`src/rtl/bvm_pkg.sv`:
```
// ----------------------------------------------------------------------------
// bvm_pkg
// Shared types and constants of the battery voltage monitor.
// ----------------------------------------------------------------------------
`default_nettype none

package bvm_pkg;

  localparam int HISTORY_DEPTH = 8;

  localparam int MV_W   = 14;
  localparam int IVL_W  = 16;
  localparam int CFG_W  = 16;
  localparam int CIDX_W = 3;

  localparam int IDX_W  = (HISTORY_DEPTH > 1) ? $clog2(HISTORY_DEPTH) : 1;
  localparam int FILL_W = $clog2(HISTORY_DEPTH + 1);
  localparam int SUM_W  = MV_W + FILL_W;
  localparam int ALU_W  = SUM_W + 1;
  localparam int STEP_W = $clog2(SUM_W + 1);

  typedef enum logic [CIDX_W-1:0] {
    REG_MONITOR_ENABLE  = 3'd0,
    REG_SAMPLE_INTERVAL = 3'd1,
    REG_EXTERNAL_POWER  = 3'd2,
    REG_CUTOFF          = 3'd3,
    REG_WARNING         = 3'd4,
    REG_CRITICAL        = 3'd5
  } cfg_reg_t;

  typedef enum logic [1:0] {
    S_IDLE,
    S_MEAN,
    S_FLAGS
  } ctl_state_t;

  typedef enum logic [1:0] {
    U_IDLE,
    U_SUM,
    U_DIV,
    U_DONE
  } mean_state_t;

  typedef struct packed {
    logic              start;
    logic [FILL_W-1:0] fill;
  } mean_req_t;

  typedef struct packed {
    logic            done;
    logic [MV_W-1:0] mean;
  } mean_rsp_t;

endpackage

`default_nettype wire

```
`src/rtl/bvm_mean_unit.sv`:
```
// ----------------------------------------------------------------------------
// bvm_mean_unit
// Sums the filled history entries one per cycle, then divides the total by
// the fill count one quotient bit per cycle, both on one shared adder.
// ----------------------------------------------------------------------------
`default_nettype none

module bvm_mean_unit
  import bvm_pkg::*;
(
  input  wire logic             clk,
  input  wire logic             rst_n,
  input  wire mean_req_t        req,
  output      mean_rsp_t        rsp,
  output      logic [IDX_W-1:0] rd_idx,
  input  wire logic [MV_W-1:0]  rd_data
);

  mean_state_t        state_r, state_nxt;
  logic [SUM_W-1:0]   acc_r, acc_nxt;
  logic [FILL_W-1:0]  div_r, div_nxt;
  logic [FILL_W-1:0]  k_r, k_nxt;
  logic [FILL_W-1:0]  rem_r, rem_nxt;
  logic [STEP_W-1:0]  step_r, step_nxt;

  logic [ALU_W-1:0]   alu_a, alu_b, alu_res;
  logic               alu_sub;
  logic [FILL_W:0]    trial;
  logic               ge;

  assign trial  = {rem_r, acc_r[SUM_W-1]};
  assign rd_idx = k_r[IDX_W-1:0];

  // shared adder / subtractor
  assign alu_res = alu_a + (alu_b ^ {ALU_W{alu_sub}}) + ALU_W'(alu_sub);
  assign ge      = ~alu_res[ALU_W-1];

  always_ff @(posedge clk) begin
    if (!rst_n) begin
      state_r <= U_IDLE;
    end else begin
      state_r <= state_nxt;
    end
    acc_r  <= acc_nxt;
    div_r  <= div_nxt;
    k_r    <= k_nxt;
    rem_r  <= rem_nxt;
    step_r <= step_nxt;
  end

  always_comb begin
    state_nxt = state_r;
    acc_nxt   = acc_r;
    div_nxt   = div_r;
    k_nxt     = k_r;
    rem_nxt   = rem_r;
    step_nxt  = step_r;
    alu_a     = ALU_W'(acc_r);
    alu_b     = ALU_W'(rd_data);
    alu_sub   = 1'b0;
    unique case (state_r)
      U_IDLE: begin
        if (req.start) begin
          acc_nxt   = '0;
          k_nxt     = '0;
          div_nxt   = req.fill;
          state_nxt = U_SUM;
        end
      end
      U_SUM: begin
        acc_nxt = alu_res[SUM_W-1:0];
        k_nxt   = k_r + 1'b1;
        if (k_nxt == div_r) begin
          rem_nxt   = '0;
          step_nxt  = '0;
          state_nxt = U_DIV;
        end
      end
      U_DIV: begin
        // restoring division: one quotient bit shifts into the accumulator
        alu_a    = ALU_W'(trial);
        alu_b    = ALU_W'(div_r);
        alu_sub  = 1'b1;
        rem_nxt  = ge ? alu_res[FILL_W-1:0] : trial[FILL_W-1:0];
        acc_nxt  = {acc_r[SUM_W-2:0], ge};
        step_nxt = step_r + 1'b1;
        if (step_r == STEP_W'(SUM_W - 1)) begin
          state_nxt = U_DONE;
        end
      end
      U_DONE: begin
        state_nxt = U_IDLE;
      end
      default: begin
        state_nxt = U_IDLE;
      end
    endcase
  end

  assign rsp.done = (state_r == U_DONE);
  assign rsp.mean = acc_r[MV_W-1:0];

endmodule

`default_nettype wire

```
`src/rtl/battery_voltage_monitor_core.sv`:
```
// ----------------------------------------------------------------------------
// battery_voltage_monitor_core
// Frame-driven battery monitor with a moving-average voltage level.
// ----------------------------------------------------------------------------
// One input beat per display frame carries a millivolt reading, a read-ok
// flag and a prime flag. Each beat produces exactly one output beat with the
// averaged level, warning/critical flags, the latched shutdown flag and a
// changed flag. Registers are written through cfg_we/cfg_index/cfg_data;
// the user must write them only while the block is idle; the block itself
// does not enforce it. A non-recording beat goes through S_FLAGS to the
// output register; a recording beat first waits in S_MEAN while the shared
// adder sums the stored samples (up to HISTORY_DEPTH) one history entry per
// cycle and then produces one quotient bit per cycle. in_stall is high from
// the cycle after a beat is taken until its result is loaded into the output
// register, so one beat is in flight at a time; the next beat can be taken
// while a loaded result waits there. While out_valid and out_stall are high,
// a finished result waits in the control sequencer and the output register
// holds. Synchronous reset clears control state, configuration, counters and
// flags, not the output data; history entries are written before use.
// ----------------------------------------------------------------------------
`default_nettype none

module battery_voltage_monitor_core
  import bvm_pkg::*;
(
  input  wire logic              clk,
  input  wire logic              rst_n,
  input  wire logic              in_valid,
  output      logic              in_stall,
  input  wire logic [MV_W-1:0]   in_sample_mv,
  input  wire logic              in_sample_ok,
  input  wire logic              in_prime,
  output      logic              out_valid,
  input  wire logic              out_stall,
  output      logic [MV_W-1:0]   out_average_mv,
  output      logic              out_warning,
  output      logic              out_critical,
  output      logic              out_low_battery_shutdown,
  output      logic              out_status_changed,
  input  wire logic              cfg_we,
  input  wire logic [CIDX_W-1:0] cfg_index,
  input  wire logic [CFG_W-1:0]  cfg_data
);

  // configuration
  logic              enable_r;
  logic [IVL_W-1:0]  interval_r;
  logic [MV_W-1:0]   external_r, cutoff_r, warning_r, critical_r;

  // monitor state
  logic [MV_W-1:0]   hist_r [HISTORY_DEPTH];
  logic [IDX_W-1:0]  wp_r, wp_nxt;
  logic [FILL_W-1:0] fill_r, fill_nxt;
  logic [IVL_W-1:0]  fc_r, fc_nxt;
  logic [MV_W-1:0]   avg_r, avg_nxt;
  logic              shut_r, shut_nxt;
  logic              changed_r, changed_nxt;
  logic              check_r, check_nxt;
  ctl_state_t        state_r, state_nxt;

  // output register
  logic              out_valid_r, out_valid_nxt;
  logic              load_out;
  logic              warn_c, crit_c, shut_c;

  // accept decode
  logic              accept;
  logic [IVL_W-1:0]  fc_inc;
  logic              counting, fire, record;
  logic              hist_we;

  mean_req_t         mreq;
  mean_rsp_t         mrsp;
  logic [IDX_W-1:0]  rd_idx;

  bvm_mean_unit u_mean (
    .clk     (clk),
    .rst_n   (rst_n),
    .req     (mreq),
    .rsp     (mrsp),
    .rd_idx  (rd_idx),
    .rd_data (hist_r[rd_idx])
  );

  assign accept   = in_valid && !in_stall;
  assign in_stall = (state_r != S_IDLE);
  assign fc_inc   = fc_r + 1'b1;
  assign counting = enable_r && !in_prime && (interval_r != '0);
  assign fire     = counting && (fc_inc >= interval_r);
  assign record   = enable_r && in_sample_ok && (in_prime || fire);
  assign hist_we  = accept && record;

  always_ff @(posedge clk) begin
    if (!rst_n) begin
      enable_r   <= 1'b0;
      interval_r <= '0;
      external_r <= '0;
      cutoff_r   <= '0;
      warning_r  <= '0;
      critical_r <= '0;
    end else if (cfg_we) begin
      unique case (cfg_reg_t'(cfg_index))
        REG_MONITOR_ENABLE:  enable_r   <= cfg_data[0];
        REG_SAMPLE_INTERVAL: interval_r <= cfg_data[IVL_W-1:0];
        REG_EXTERNAL_POWER:  external_r <= cfg_data[MV_W-1:0];
        REG_CUTOFF:          cutoff_r   <= cfg_data[MV_W-1:0];
        REG_WARNING:         warning_r  <= cfg_data[MV_W-1:0];
        REG_CRITICAL:        critical_r <= cfg_data[MV_W-1:0];
        default: ;
      endcase
    end
  end

  always_ff @(posedge clk) begin
    if (hist_we) begin
      hist_r[wp_r] <= in_sample_mv;
    end
  end

  always_ff @(posedge clk) begin
    if (!rst_n) begin
      state_r     <= S_IDLE;
      wp_r        <= '0;
      fill_r      <= '0;
      fc_r        <= '0;
      avg_r       <= '0;
      shut_r      <= 1'b0;
      changed_r   <= 1'b0;
      check_r     <= 1'b0;
      out_valid_r <= 1'b0;
    end else begin
      state_r     <= state_nxt;
      wp_r        <= wp_nxt;
      fill_r      <= fill_nxt;
      fc_r        <= fc_nxt;
      avg_r       <= avg_nxt;
      shut_r      <= shut_nxt;
      changed_r   <= changed_nxt;
      check_r     <= check_nxt;
      out_valid_r <= out_valid_nxt;
    end
  end

  // flags from the level after this beat's update
  assign warn_c = enable_r && (avg_r >= external_r) && (avg_r <= warning_r);
  assign crit_c = enable_r && (avg_r >= external_r) && (avg_r <= critical_r);
  assign shut_c = shut_r || (check_r && (avg_r > external_r) && (avg_r <= cutoff_r));

  always_comb begin
    state_nxt     = state_r;
    wp_nxt        = wp_r;
    fill_nxt      = fill_r;
    fc_nxt        = fc_r;
    avg_nxt       = avg_r;
    shut_nxt      = shut_r;
    changed_nxt   = changed_r;
    check_nxt     = check_r;
    mreq.start    = 1'b0;
    mreq.fill     = fill_r;
    load_out      = 1'b0;
    out_valid_nxt = out_valid_r && out_stall;
    unique case (state_r)
      S_IDLE: begin
        if (accept) begin
          if (counting) begin
            fc_nxt = fire ? '0 : fc_inc;
          end
          changed_nxt = 1'b0;
          check_nxt   = record && !in_prime;
          if (record) begin
            wp_nxt     = (wp_r == IDX_W'(HISTORY_DEPTH - 1)) ? '0 : wp_r + 1'b1;
            fill_nxt   = (fill_r == FILL_W'(HISTORY_DEPTH)) ? fill_r : fill_r + 1'b1;
            mreq.start = 1'b1;
            mreq.fill  = fill_nxt;
            state_nxt  = S_MEAN;
          end else begin
            state_nxt = S_FLAGS;
          end
        end
      end
      S_MEAN: begin
        if (mrsp.done) begin
          avg_nxt     = mrsp.mean;
          changed_nxt = (mrsp.mean != avg_r);
          state_nxt   = S_FLAGS;
        end
      end
      S_FLAGS: begin
        // hold until the output register is free
        if (!out_valid_r || !out_stall) begin
          load_out      = 1'b1;
          shut_nxt      = shut_c;
          out_valid_nxt = 1'b1;
          state_nxt     = S_IDLE;
        end
      end
      default: begin
        state_nxt = S_IDLE;
      end
    endcase
  end

  always_ff @(posedge clk) begin
    if (load_out) begin
      out_average_mv           <= avg_r;
      out_warning              <= warn_c;
      out_critical             <= crit_c;
      out_low_battery_shutdown <= shut_c;
      out_status_changed       <= changed_r;
    end
  end

  assign out_valid = out_valid_r;

endmodule

`default_nettype wire

```
`config.mk`:
```
export PLATFORM = sky130hd
export DESIGN_NAME = battery_voltage_monitor_core
export DESIGN_NICKNAME = d
export VERILOG_FILES = /design/src/rtl/bvm_pkg.sv /design/src/rtl/bvm_mean_unit.sv /design/src/rtl/battery_voltage_monitor_core.sv
export SDC_FILE = /design/constraint.sdc
export NUM_CORES = 1
export LEC_CHECK = 0
export ABC_AREA = 1
export BUFFER_PORTS_ARGS = -buffer_cell sky130_fd_sc_hd__buf_2
export CAP_MARGIN = 20
export CORE_MARGIN = 2
export CORE_UTILIZATION = 57
export DETAILED_ROUTE_END_ITERATION = 6
export PLACE_DENSITY_LB_ADDON = 0.2
export SLEW_MARGIN = 20
export SYNTH_ARGS = -nofsm -noshare
export SYNTH_HDL_FRONTEND = slang
export SYNTH_HIERARCHICAL = 1
export SYNTH_SLANG_ARGS = --single-unit
```
`constraint.sdc`:
```
create_clock -name clk -period 4.9 [get_ports clk]
set_clock_uncertainty 0.2 [all_clocks]
set_input_delay 0.245 -clock clk [delete_from_list [all_inputs] [get_ports clk]]
set_output_delay 0.245 -clock clk [all_outputs]
set_load 0.02 [all_outputs]
```
# == After elaboration in Yosys (flattened, before gate mapping) ==
# Memories as Yosys holds them, arrays and structs flattened. A register that Yosys moved wholly into a read port is not among the register bits.
# Index checks and enable logic that the tools add are counted.
# op_classes
addsub,7
order_cmp,6
eq_ne,21
muxes,37
n_bitwise,2
n_reduce_logical,48
# ops
cell,count
18-bit one-hot mux with 3 select lines,1
14-bit <= comparator,3
18-bit two-way mux,2
2-bit AND reduction,13
5-bit two-way mux,4
18-bit by 19-bit adder with 19-bit output,1
19-bit by 1-bit adder with 19-bit output,1
14-bit by 19-bit bitwise XOR with 19-bit output,1
"16-bit by 1-bit adder with 16-bit output, second input constant",1
16-bit >= comparator,1
16-bit two-way mux,1
4-bit two-way mux,4
4-bit one-hot mux with 2 select lines,2
16-bit nonzero test,1
3-bit AND reduction,5
14-bit >= comparator,1
14-bit greater-than comparator,1
1-bit logical AND,14
14-bit two-way mux,1
2-bit two-way mux,7
14-bit != test,1
5-bit one-hot mux with 2 select lines,1
"3-bit equality test, second input constant",3
1-bit two-way mux,9
23 further kinds,42
# word_totals
ff_bits,171
mem_bits_rw,112
in_bits,40
out_inout_bits,20
elab_cells,148
mem_count,1
# memory_table
name,words,word_bits,rd,rd_ports_with_merged_regs,write_ports,line,text
hist_r,8,14,1,1,1,battery_voltage_monitor_core.sv:51,logic [MV_W-1:0] hist_r [HISTORY_DEPTH];

# == Depth between registers and ports, before layout ==
# Gate-level depths: netlist of the first run.
# depth
word_depth,12
depth_mapped,26
ltp_nobuf,24

# == Cells and area by module ==
# The synthesis of the first run kept the hierarchy.
# modules_own_cells
mod,n_inst,cells_per_inst,area_each_um2,seq_area_each_um2
battery_voltage_monitor_core,1,1223,11380.9,6226.0
bvm_mean_unit,1,431,3235.6,1091.0

# == Worst setup path after synthesis of the first run ==
# Ideal clock, no wire load.
# synth_path
path_kind,reg-to-reg
startpoint,reg fc_r[0]
endpoint,"reg u_mean.acc_r[0], enable pin"
setup_time_ps,393
arrival_time_ps,3339
t_required_ps,4307
slack_ps,968
stages_incl_launch_ff,21
path_buffers,1
synth_period_minus_slack_ps,3932
path_cell_list,dfxtp_1 ha_1 nand3_1 nor3_2 nand4_1 o21ai_0 nand2_1 ha_1 nand4_1 nor2_1 nand2_1 clkinv_1 nand2_2 nand2_4 nand2_4 nand2_4 nand3_2 buf_6 inv_2 nor2_1 nor2_1
# synth_lines
item,line,text
from (decl),battery_voltage_monitor_core.sv:54,"logic [IVL_W-1:0] fc_r, fc_nxt;"
from (signal assigned),battery_voltage_monitor_core.sv:135,fc_r <= fc_nxt;
to (signal assigned),bvm_mean_unit.sv:44,acc_r <= acc_nxt;
to (decl),bvm_mean_unit.sv:20,"logic [SUM_W-1:0] acc_r, acc_nxt;"

# == Final worst setup path of the first run ==
# layout_path
startpoint,reg fc_r[0]
endpoint,"mem hist_r[4][12], enable pin"
# layout_between
elab_chain_cells,8
# layout_lines
item,line,text
16-bit by 1-bit adder with 16-bit output,battery_voltage_monitor_core.sv:87,assign fc_inc = fc_r + 1'b1;
16-bit >= comparator,battery_voltage_monitor_core.sv:89,assign fire = counting && (fc_inc >= interval_r);
1-bit logical AND,battery_voltage_monitor_core.sv:89,
1-bit logical OR,battery_voltage_monitor_core.sv:90,assign record = enable_r && in_sample_ok && (in_prime || fire);
1-bit logical AND,battery_voltage_monitor_core.sv:90,
1-bit logical AND,battery_voltage_monitor_core.sv:91,assign hist_we = accept && record;
1-bit two-way mux,battery_voltage_monitor_core.sv:115,if (hist_we) begin
1-bit two-way mux (not written as such),battery_voltage_monitor_core.sv:116,hist_r[wp_r] <= in_sample_mv;
to (decl),battery_voltage_monitor_core.sv:51,
# No other way between the ends.

==> flow_metrics.tcl, run 1 <==
set metrics [dict create \
    cp.required_ns 4.95 \
    final.min_clock_period_ns 3.95 \
    placed_cell_area_um2 15100 \
    ys_ff_latch 283 \
    htreeDepth 1 \
    tritoncts "yes" \
    nets 1868 \
    start_kind "register" \
    pwr-share-comb 0.272 \
    final_common_cell "nor2_1" \
    tightest_slew_ns 1.04 \
    grt.total_usage 0.257 \
    viasPerCell 5.48 \
    totalWireLength_mm 34.0 \
    avgRoutedWirePerCell_um 16.3 \
    clock_sinks 283 \
    die-area_um2 26900 \
    num_rows 58 \
    ios 60 \
    hold_class "in2reg" \
    crit_type "reg2reg" \
    drtIter0Drc 930 \
    vias 11400 \
    yosysTopAreaCellShare 0.339 \
    r2r-end "hist_r[4][12]" \
    die_w_um 164 \
    place_hpwl_mm 24.0 \
    fin_area_um2 16400 \
    swShare 0.330 \
    syn-num-nets 1794 \
    synthToLayoutAreaGrowth_pct 12.1 \
    cts-root-buf "clkbuf_16" \
    internal_power_uw 4480 \
    rr_worst_depth 19 \
    switchingPower_uw 2210 \
    die_y_um 164 \
    power.share.sequential 0.416 \
    antenna_left 0 \
    min_delay_worst_endpoint "check_r" \
    instances_no_fill 2081 \
    dp_cells 1987 \
    clockPowerShare 0.311 \
    clockBufferDepth 3 \
    firstDrtPassIters 7 \
    syn_avg_cell_area_um2 8.84 \
    worstReg2RegStart "fc_r[0]" \
    status "completed" \
    ys_warn_count 6 \
    grt_overflow 0 \
    powerDensity_nw_per_um2 408 \
    yosysUniqueCellTypes 49 \
    rrSetupSlack_ns 0.95 \
    ys.flop_type "edfxtp_1" \
    cp.arrival_ns 3.99 \
    place_congestion 0.888 \
    finalHoldViolations 0 \
    clk_pin_slew_ns 0.06 \
    rsz0062_at_grt "false" \
    synthTopCellsByArea "edfxtp_1, dfxtp_1, ha_1" \
    final_cell_mix "nor2_1, nand2_1, o21ai_0" \
    cts.repair.resized 0 \
    drc_errors 0 \
    drv_cap 0 \
    finalCritPeriodShare 0.806 \
    synth_edf_count 165 \
    worstHoldPathCells 6 \
    antenna_found_initial 0 \
    synth_async_sr_flop_share 0 \
    grt_pass1_wl_mm 55.6 \
    cts_buffers 29 \
    fmax_ghz 0.253 \
    synth.yosys.seq_area_share 0.501 \
    num_antenna_cells 0 \
    io_buffers 59 \
    grt_pass1_vias 10900 \
    netlist_area_um2 14600 \
    core_area_um2 25200 \
    worstSkewPairLatency_ns 0.55 \
    syn_inst 1654 \
    totalPowerFinal_uw 6690 \
    end_kind "register" \
    grt_max_degree 100 \
    hold_start "in_prime" \
    maxSlewViolCount 0 \
    setup_viol 0 \
    ir_drop_uv 362 \
    maxSlewHeadroom 0.301 \
    yosys.area.top_type "edfxtp_1" \
    cellLeakagePower_uw 0.00672 \
    start_util 0.580 \
    drive_gt1_frac 0.106 \
    cp_max_fo 14 \
    finalSetupTns_ns 0 \
]
==> cell type report <==
type / count / area, um^2
timing repair buffer: 117 / 831
inverter: 184 / 691
clock buffer: 40 / 797
tap: 330 / 413
fill: 2067 / 8790
sequential: 283 / 7320
multi-input combinational: 1113 / 6240
clock inverter: 14 / 103
==> worst max-delay path by stage <==
stage,startpoint,end,slack (ns),cells after the start
6_report,fc_r[0],hist_r[4][12],0.95,19
5_1_grt,fc_r[0],hist_r[7][0],0.52,20
4_1_cts,fc_r[0],hist_r[4][12],0.95,19
3_5_place_dp,fc_r[0],hist_r[4][12],0.98,19
3_3_place_gp,fc_r[0],hist_r[7][12],1.13,20
2_1_floorplan,fc_r[0],u_mean/acc_r[0],0.97,20
==> what timing repair did <==
item                                   4_1_cts  5_1_grt
setup buffers                                0        0
endpoints found under the hold margin      187        0
hold buffers                                40        0
==> worst max-delay path, cell delays in order (launching register included) <==
cell	delay, ns
dfxtp_1	0.42
ha_1	0.22
nand3_1	0.18
nor3_2	0.25
nand4_1	0.17
o21ai_0	0.18
nand2_1	0.09
ha_1	0.30
nand4_1	0.10
nor2_1	0.13
nand2_1	0.06
clkinv_1	0.05
nand2_2	0.05
nand2_4	0.09
nand2_4	0.10
nand2_4	0.13
nand3_2	0.21
or2_4	0.33
nor2_1	0.12
buf_4	0.24
==> per-layer routing <==
metal  global-route usage  vias up  routed length (um)
met5                    0        -                   0
met4               0.0646        0                 759
met3               0.0331       56                1990
met2                0.419      339               15500
met1                0.365     5274               15700
li1                     -     5731                   -
==> sequential cells by signal, indices dropped and copies added (netlist names), 2 cells and up <==
| signal | count |
|---|---|
| warning_r | 14 |
| u_mean/acc_r | 18 |
| out_average_mv | 14 |
| wp_r | 3 |
| external_r | 14 |
| interval_r | 16 |
| avg_r | 14 |
| fc_r | 16 |
| state_r | 2 |
| u_mean/div_r | 4 |
| u_mean/step_r | 5 |
| hist_r | 112 |
| u_mean/state_r | 2 |
| critical_r | 14 |
| u_mean/rem_r | 4 |
| u_mean/k_r | 4 |
| cutoff_r | 14 |
| fill_r | 4 |
==> cells in the mapped netlist (2+ instances only) <==
cell,instances
a21o_1,3
a21oi_1,166
a21oi_2,3
a31oi_1,15
buf_2,7
buf_4,17
buf_6,3
clkbuf_1,46
clkinv_1,6
dfxtp_1,118
edfxtp_1,165
ha_1,99
inv_1,171
inv_2,7
nand2_1,206
nand2_2,18
nand2_4,4
nand3_1,50
nand3_2,5
nand3b_1,2
nand4_1,22
nor2_1,226
nor2_2,8
nor2_4,3
nor3_1,8
nor3_2,2
nor4_1,3
o211a_1,2
o211ai_1,2
o21a_1,3
o21ai_0,182
o21bai_1,3
o22ai_1,15
or2_2,12
xnor2_1,16
xor2_1,23
==> power groups by stage <==
stage                     logic [uW]  clock network, uW  registers [uW]
after floorplan                 1410                  0            2800
after global placement          1740                  0            2830
after detailed placement        1770                  0            2830
after CTS                       1800               2110            2780
after global routing            2040               2210            2800
final                           1820               2080            2780
==> logic make-up (layout without fill, tap and decap cells) <==
group	Yosys count	after routing	synth area share
AND/OR/NAND/NOR	576	576	0.174
AO/OA/AOI/OAI	398	398	0.143
flip-flops	283	283	0.501
buffers and inverters	258	355	0.0728
adder cells (fa/ha/maj)	100	100	0.0861
XOR/XNOR	39	39	0.0234
==> through the flow <==
stage | hold WS (ns) | utilization | worst slack [ns]
3_5_place_dp | 0.247 | 0.599 | 0.978
3_3_place_gp | 0.223 | 0.599 | 1.13
6_report | 0.0512 | 0.651 | 0.952
5_1_grt | 0.0827 | 0.651 | 0.517
4_1_cts | 0.0355 | 0.651 | 0.949
2_1_floorplan | 0.144 | - | 0.968
Note: power is estimated with default switching activity, not from simulation.
==> inputs of run 2 (changes only) <==
- clock period: 4.9 -> 4.1 ns (I/O delays scaled with it)
==> flow_metrics.tcl, run 2 (same netlist as run 1, synthesis figures left out) <==
set metrics [dict create \
    num_antenna_cells 0 \
    reg_top3 "hist_r (112), u_mean/acc_r (18)" \
    drv_cap 0 \
    cts-root-buf "clkbuf_16" \
    regMostFlops "hist_r" \
    end_kind "register" \
    worstSkewPairLatency_ns 0.55 \
    path_cells "ha_1 -> nand3_1 -> nor3_2 -> nand4_1 -> o21ai_0 -> nand2_1 -> ha_1 -> nand4_1 -> nor2_1 -> nand2_1 -> clkinv_1 -> nand2_2 -> nand2_4 -> nand2_4 -> nand2_4 -> nand3_2 -> or2_4 -> nor2_1 -> buf_6" \
    viasPerCell 5.56 \
    path_delay_family "simple AND/OR/NAND/NOR gates" \
    die_w_um 164 \
    final.min_clock_period_ns 3.74 \
    slowest_stage "dfxtp_2" \
    fin_ws_ns 0.362 \
    die_y_um 164 \
    cp.required_ns 4.16 \
    powerDensity_nw_per_um2 505 \
    setup_viol 0 \
    switchingPower_uw 2710 \
    tritoncts "yes" \
    cpMostUsedCell "nand2_4" \
    start_kind "register" \
    grt_max_degree 61 \
    power.share.sequential 0.398 \
    ir_drop_uv 367 \
    clockPowerShare 0.337 \
    avgRoutedWirePerCell_um 16.8 \
    placed_cell_area_um2 15100 \
    totalWireLength_mm 34.9 \
    num_rows 58 \
    grt_pass1_wl_mm 56.5 \
    clock_sinks 283 \
    place_congestion 0.922 \
    grt_overflow 0 \
    cp.arrival_ns 3.79 \
    fmax_ghz 0.268 \
    grt.total_usage 0.265 \
    instances_no_fill 2085 \
    place_ws_ns 0.342 \
    vias 11600 \
    internal_power_uw 5670 \
    largest_reg_flops 112 \
    firstDrtPassIters 5 \
    cp_max_fo 14 \
    fin_area_um2 16600 \
    finalHoldWorstSlack_ns 0.0654 \
    ios 60 \
    cellLeakagePower_uw 0.00682 \
    synthToLayoutAreaGrowth_pct 13.5 \
    io_buffers 59 \
    clk_pin_slew_ns 0.06 \
    core_area_um2 25200 \
    critical_path_buf_inv_count 2 \
    maxSlewViolCount 0 \
    clockBufferDepth 3 \
    htreeDepth 1 \
    die-area_um2 26900 \
    status "completed" \
    finalHoldViolations 0 \
    place_hpwl_mm 24.0 \
    final_cell_mix "nor2_1, nand2_1, o21ai_0" \
    antenna_left 0 \
    nets 1873 \
    pwr-share-comb 0.265 \
    cts_buffers 29 \
    tightest_slew_ns 1.02 \
    final_common_cell "nor2_1" \
    start_util 0.580 \
    drive_gt1_frac 0.113 \
    antenna_found_initial 0 \
    crit_type "reg2reg" \
    finalSetupTns_ns 0 \
    hold_class "in2reg" \
    dp_cells 1991 \
    max_stage_delay_ns 0.38 \
    maxSlewHeadroom 0.316 \
    drtIter0Drc 955 \
    grt_pass1_vias 11000 \
    drc_errors 0 \
    swShare 0.323 \
    finalCritPeriodShare 0.912 \
]
[run 2: cell count changes in the layout (fill, tap and decap cells not counted), sizes merged]
cell and change:
clkbuf -10, clkinvlp +1, bufinv +5, dlygate4sd3 +1
clkinv +3, buf +4
[run 2: worst paths after layout]
check	from	end	slack (ns)	depth (start not counted)
worst max-delay path	fc_r[0]	hist_r[4][6]	0.36	19
worst min-delay path	in_sample_ok	state_r[1]	0.07	6
worst min register to register	changed_r	out_status_changed	0.24	0
worst max register to register	fc_r[0]	hist_r[4][6]	0.36	19
[run 2: power groups by stage]
stage                     logic (uW)  registers [uW]  clock network (uW)
after floorplan                 1690            3340                   0
after global placement          2100            3390                   0
after detailed placement        2140            3390                   0
after CTS                       2190            3330                2850
after global routing            2470            3350                2950
final                           2220            3330                2820
[run 2: worst reg2reg max path, cell delays in order (launching register included)]
cell and delay [ns]:
dfxtp_2 0.38, ha_1 0.20, nand3_1 0.19, nor3_2 0.28, nand4_1 0.18, o21ai_0 0.18
nand2_1 0.09, ha_1 0.29, nand4_1 0.11, nor2_1 0.14, nand2_1 0.07, clkinv_1 0.05
nand2_2 0.05, nand2_4 0.09, nand2_4 0.10, nand2_4 0.13, nand3_2 0.10, or2_4 0.28
nor2_1 0.15, buf_6 0.20
[run 2: area by class of cell]
class / instances / area, um^2
inverter: 184 / 691
clock buffer: 30 / 751
clock inverter: 23 / 274
tap: 330 / 413
sequential: 283 / 7320
fill: 2012 / 8600
multi-input combinational: 1113 / 6240
timing repair buffer: 122 / 903
[run 2: repair_timing]
item	in CTS	in global routing
setup buffers	0	0
hold buffers	41	0
hold endpoints to repair	197	0
endpoints found under the setup margin	0	89
gates resized for setup	0	3
[run 2: routing by layer]
metal / share of wire / wire length [um] / GRT usage / vias to the layer above
met5: 0 / 0 / 0 / -
met4: 0.028 / 975 / 0.0766 / 0
met3: 0.055 / 1930 / 0.0295 / 72
met2: 0.46 / 16100 / 0.431 / 342
met1: 0.46 / 16000 / 0.375 / 5433
li1: - / - / - / 5748
[run 2: through the flow]
stage	utilization	power, uW
2_1_floorplan	-	5030
4_1_cts	0.658	8370
5_1_grt	0.659	8770
3_3_place_gp	0.601	5490
6_report	0.659	8370
3_5_place_dp	0.601	5530
